## src/oaht_pkg.sv

```systemverilog
// shared types and constants of the open-addressed hash table
package oaht_pkg;

    // width of the table size register and of all probe arithmetic
    localparam int SZ_W       = 11;
    localparam int METHOD_W   = 2;
    localparam int FUNC_W     = 2;
    localparam int ST_W       = 2;
    localparam int APB_ADDR_W = 3;
    localparam int APB_DATA_W = 32;

    // slot status codes
    localparam logic [ST_W-1:0] ST_EMPTY   = 2'd0;
    localparam logic [ST_W-1:0] ST_USED    = 2'd1;
    localparam logic [ST_W-1:0] ST_DELETED = 2'd2;

    // request codes
    localparam logic [FUNC_W-1:0] FUNC_INSERT = 2'd0;
    localparam logic [FUNC_W-1:0] FUNC_SEARCH = 2'd1;
    localparam logic [FUNC_W-1:0] FUNC_REMOVE = 2'd2;

    // probe methods, any other code probes as linear
    localparam logic [METHOD_W-1:0] METHOD_LINEAR = 2'd0;
    localparam logic [METHOD_W-1:0] METHOD_QUAD   = 2'd1;
    localparam logic [METHOD_W-1:0] METHOD_DOUBLE = 2'd2;

    // register indexes, taken from paddr[2]
    localparam logic REG_PROBE_METHOD = 1'b0;
    localparam logic REG_TABLE_SIZE   = 1'b1;

    localparam logic [SZ_W-1:0] SIZE_RESET = 11'd1024;

    // quadratic term 183*i + 8192*i*i: first difference 8375, second 16384
    localparam int              QUAD_STEP_W = 14;
    localparam logic [13:0]     QUAD_STEP   = 14'd8375;
    localparam int              QUAD_INC_W  = 15;
    localparam logic [14:0]     QUAD_INC    = 15'd16384;
    localparam int              CONST_IDX_W = 4;

    // control from the sequencer to the slot store
    typedef struct packed {
        logic            rd;
        logic            st_we;
        logic            key_we;
        logic [ST_W-1:0] st_data;
    } store_ctl_t;

endpackage

```

## src/oaht_modadd.sv

```systemverilog
// shared modular adder: (a + b + cin) mod size for a, b below size
module oaht_modadd (
    input  logic [oaht_pkg::SZ_W-1:0] a,
    input  logic [oaht_pkg::SZ_W-1:0] b,
    input  logic                      cin,
    input  logic [oaht_pkg::SZ_W-1:0] size,
    output logic [oaht_pkg::SZ_W-1:0] y
);

    logic [oaht_pkg::SZ_W:0] sum;
    logic [oaht_pkg::SZ_W:0] diff;

    // sum stays below twice the size, so one subtract reduces it
    always_comb
    begin
        sum  = {1'b0, a} + {1'b0, b} + {{oaht_pkg::SZ_W{1'b0}}, cin};
        diff = sum - {1'b0, size};
        if (sum >= {1'b0, size})
        begin
            y = diff[oaht_pkg::SZ_W-1:0];
        end
        else
        begin
            y = sum[oaht_pkg::SZ_W-1:0];
        end
    end

endmodule

```

## config.mk

```make
export PLATFORM = sky130hd
export DESIGN_NAME = oaht_modadd
export DESIGN_NICKNAME = d
export VERILOG_FILES = /design/src/oaht_pkg.sv /design/src/oaht_modadd.sv
export SDC_FILE = /design/constraint.sdc
export NUM_CORES = 1
export LEC_CHECK = 0
export BUFFER_PORTS_ARGS = -buffer_cell sky130_fd_sc_hd__buf_4
export CORE_UTILIZATION = 27
export DETAILED_ROUTE_END_ITERATION = 12
export PLACE_DENSITY = 0.53
export SYNTH_ARGS = -nofsm -noshare
export SYNTH_HDL_FRONTEND = slang
export SYNTH_SLANG_ARGS = --single-unit
```

## constraint.sdc

```tcl
create_clock -name vclk -period 4.4
set_input_delay 0.44 -clock vclk [all_inputs]
set_output_delay 0.44 -clock vclk [all_outputs]
set_load 0.005 [all_outputs]
```

-- Yosys cells after proc, flatten, opt, wreduce, memory -nomap -nowiden
Index checks and enable logic that the tools add are counted.
- flip-flop bits (word level): 0
- input port bits: 34
- output and inout port bits: 11
- logic and storage cells: 5
- add/sub/neg operators: 3
- order comparisons: 1
- multiplexer cells: 1
- operators by type and width (operator ; count):
    adder 11 x 11 -> 12 bit ; 1
    adder 12 x 1 -> 12 bit ; 1
    greater-or-equal comparator 12 x 11 -> 1 bit ; 1
    2-to-1 mux 11 bit ; 1
    subtractor 11 bit ; 1

-- Depth between registers and ports, before layout
- word-level depth: 4
- mapped depth: 14
- depth with buffers taken out: 14

-- Worst setup path after synthesis
OpenSTA, ideal clock, no wires.
- path type: input -> output
- start point: input a[0] in the netlist's numbering
- end point: output y[1] in the netlist's numbering
- arrival time: 3.735 ns
- path slack: 0.225 ns
- stages: 14
- cells stage by stage: fa_1 fa_1 a211oi_1 nor2_1 o21a_1 o22a_1 xor2_1 ha_1 o21a_1 o21ai_0 a31oi_1 a311oi_2 buf_6 mux2_4
- longest elaborated chain between the ends: 4
- elaborated cells on any way between the ends: 5
- ends and longest elaborated chain (what ; RTL line ; source):
    from (decl) ; oaht_modadd.sv:3 ; input logic [oaht_pkg::SZ_W-1:0] a,
    adder 11 x 11 -> 12 bit (*) ; oaht_modadd.sv:16 ; sum = {1'b0, a} + {1'b0, b} + {{oaht_pkg::SZ_W{1'b0}}, cin};
    adder 12 x 1 -> 12 bit (*) ; oaht_modadd.sv:16 ;
    subtractor 11 bit or greater-or-equal comparator 12 x 11 -> 1 bit (tied branches) ; oaht_modadd.sv:17, oaht_modadd.sv:18 ;
    2-to-1 mux 11 bit (*) ; oaht_modadd.sv:18 ; if (sum >= {1'b0, size})
    to (decl) ; oaht_modadd.sv:7 ; output logic [oaht_pkg::SZ_W-1:0] y
Every way passes the cells marked *; elsewhere a longest branch is shown, timed or not.

-- Final worst setup path
- start point: input a[0] in the netlist's numbering
- end point: output y[8] in the netlist's numbering
The elaborated chain is that of the path after synthesis.

==> reports/metrics.cfg <==
[global_route]
grt_max_degree = 8
grt_first_pass_wirelength_um = 5050
globalRouteTotalUtil = 0.1349
grt_pass1_vias = 1221
grt_overflow = 0
antenna_found_initial = 0

[job]
cap_viol_max_count = 0

[final_layout]
nets = 255
seq_cells = 0
drive_gt1_frac = 0.4410
fill_cells = 433
nClkBuffers = 0
syn_to_final_growth_pct = 48.67
regArea_um2 = 0
multi_input_area_um2 = 1162
antennaDiodeCount = 0

[synth]
synth_warnings = 0
syn-cell-area_um2 = 1175
synthAdderAreaFrac = 0.2748
synth_xor_xnor_area_share = 0.1193
synthTopCellsByArea = ha_1 22%, mux2_4 12%, xnor2_1 6.7%
synth_top_area_frac = 0.2236
synth_top_family_by_area = compound AO/OA/AOI/OAI gates
synth_compound_area_frac = 0.3088
synth_nets = 195
syn_area_per_cell_um2 = 8.576
synth.largest_area_cell = ha_1
yosysMostFrequentCell = ha_1
muxShareOfSynthArea = 0.1427
yosys.area_share.simple = 0.09691
ys_seq_area_frac = 0
synth_top_cells_by_count = 21 x ha_1, 15 x inv_1, 9 x a21oi_1, 9 x mux2_4, 9 x xnor2_1
ys_types = 40
syn-instance-count = 137

[critical_path]
path_class = in2out
critPathCaptureType = primary output
worstPathRequired_ns = 3.96
worstPathArrival_ns = 3.83
crit_fanout = 6
cp-start-kind = input pin

[place]
place.gp.congestion = 0.8026
dpl.hpwl_um = 2632
dp_slack_ns = -0.1246
portBuffers = 45

[floorplanning]
die_area_um2 = 4619
die_w_um = 67.97
core_um2 = 4086
die_h_um = 67.97
boundaryPins = 45
start_util = 0.2875
rows = 23

[drt]
wl_per_cell_um = 12.33
drc = 0
drt_iter0_markers = 28
ant_nets = 0
routed_wl_um = 3021
vias_per_cell = 4.841
via_count = 1186
first_pass_iters = 4

[sta]
rsz0062_at_grt = yes
slew_viol_final = 0
setup_violations = 0
fin_crit_sh = 0.9714
tightest_slew_ns = 0.3952
timing.final.ws_setup_ns = 0.1258
whs_ns = 1.309
hold_viol_final = 0
max_clock_freq_ghz = 0.2340
finalCriticalPeriod_ns = 4.274
tns_ns = 0
slew_headroom = 0.7337

[pwr]
max-vdd-ir-drop_mv = 0.08762
p_leak_uw = 0.0008734
powerDensity_nw_per_um2 = 320.6

[hold_path]
hp-class = in2out

[run_status]
outcome = finished clean

[clock_tree]
cts_hold_buf = 0

-- worst paths after layout --
check                 startpoint  cells past startpoint   end
worst min-delay path     size[0]                      4  y[0]
worst max-delay path        a[0]                     16  y[8]
-- stage by stage --
| stage | utilization | power (uW) | cells | instance area (um2) |
|---|---|---|---|---|
| after floorplan | - | 331.1 | 137 | 1175 |
| after global placement | 0.4029 | 509.6 | 242 | 1647 |
| after detailed placement | 0.4029 | 515.4 | 242 | 1647 |
| after CTS | 0.4051 | 520.3 | 242 | 1655 |
| after global routing | 0.4274 | 614.1 | 245 | 1747 |
| final | 0.4274 | 559.9 | 245 | 1747 |
-- final cells by class --
type | count | share of cell area
multi-input combinational | 121 | 0.6655
inverter | 15 | 0.03223
timing repair buffer | 59 | 0.2665
tap | 50 | 0.03582
-- cell families (layout without fill, tap and decap cells) --
family / Yosys count / count (layout)
xor gates and xnor gates: 16 / 16
adders and majority gates: 24 / 24
muxes: 12 / 12
buffers and inverters: 16 / 74
AOI/OAI and AO/OA: 47 / 47
and+or+nand+nor: 22 / 22
-- report_power, final --
| group | internal [uW] | total (uW) | switching [uW] |
|---|---|---|---|
| Clock | 0 | 0 | 0 |
| Sequential | 0 | 0 | 0 |
| Combinational | 329 | 560 | 231 |
| Total | 329 | 560 | 231 |
-- layout by cell type, fill, tap and decap left out, types with 2 or more instances in the layout --
cell	instances
o21a_1	6
a31oi_1	2
fa_2	2
inv_1	15
nor3_1	2
buf_4	53
xor2_1	6
o21ai_1	2
nand2_1	2
a21oi_1	9
o21bai_1	3
mux2_4	10
ha_1	20
nand4_1	3
o21ai_0	3
a21o_1	6
buf_6	6
or3_1	2
xnor2_1	8
a21oi_4	2
nor2_1	8
-- routing by layer --
layer  part of all wire  wire [um]  global-route usage  vias up
li1                   -          -                   -      623
met4                  0          0                   0        0
met5                  0          0                   0        -
met3              0.021         64            0.001667        0
met2               0.54       1638              0.2610       18
met1               0.44       1317              0.1737      545
-- what timing repair did --
action | in CTS | in global routing
pin swaps | 3 | 4
endpoints found under the setup margin | 10 | 11
gates resized for setup | 3 | 14
setup buffers | 0 | 3
-- critical path: stages --
cell and delay (ns):
buf_6 0.09, fa_2 0.39, fa_2 0.36, a211oi_2 0.22
nor2_1 0.09, o21a_1 0.18, o22a_1 0.19, xor2_2 0.15
ha_1 0.30, o21a_1 0.21, o21ai_1 0.14, a31oi_1 0.08
a311oi_2 0.32, buf_4 0.23, mux2_4 0.32, buf_6 0.12
No activity file was read; power rests on OpenSTA's default activity.
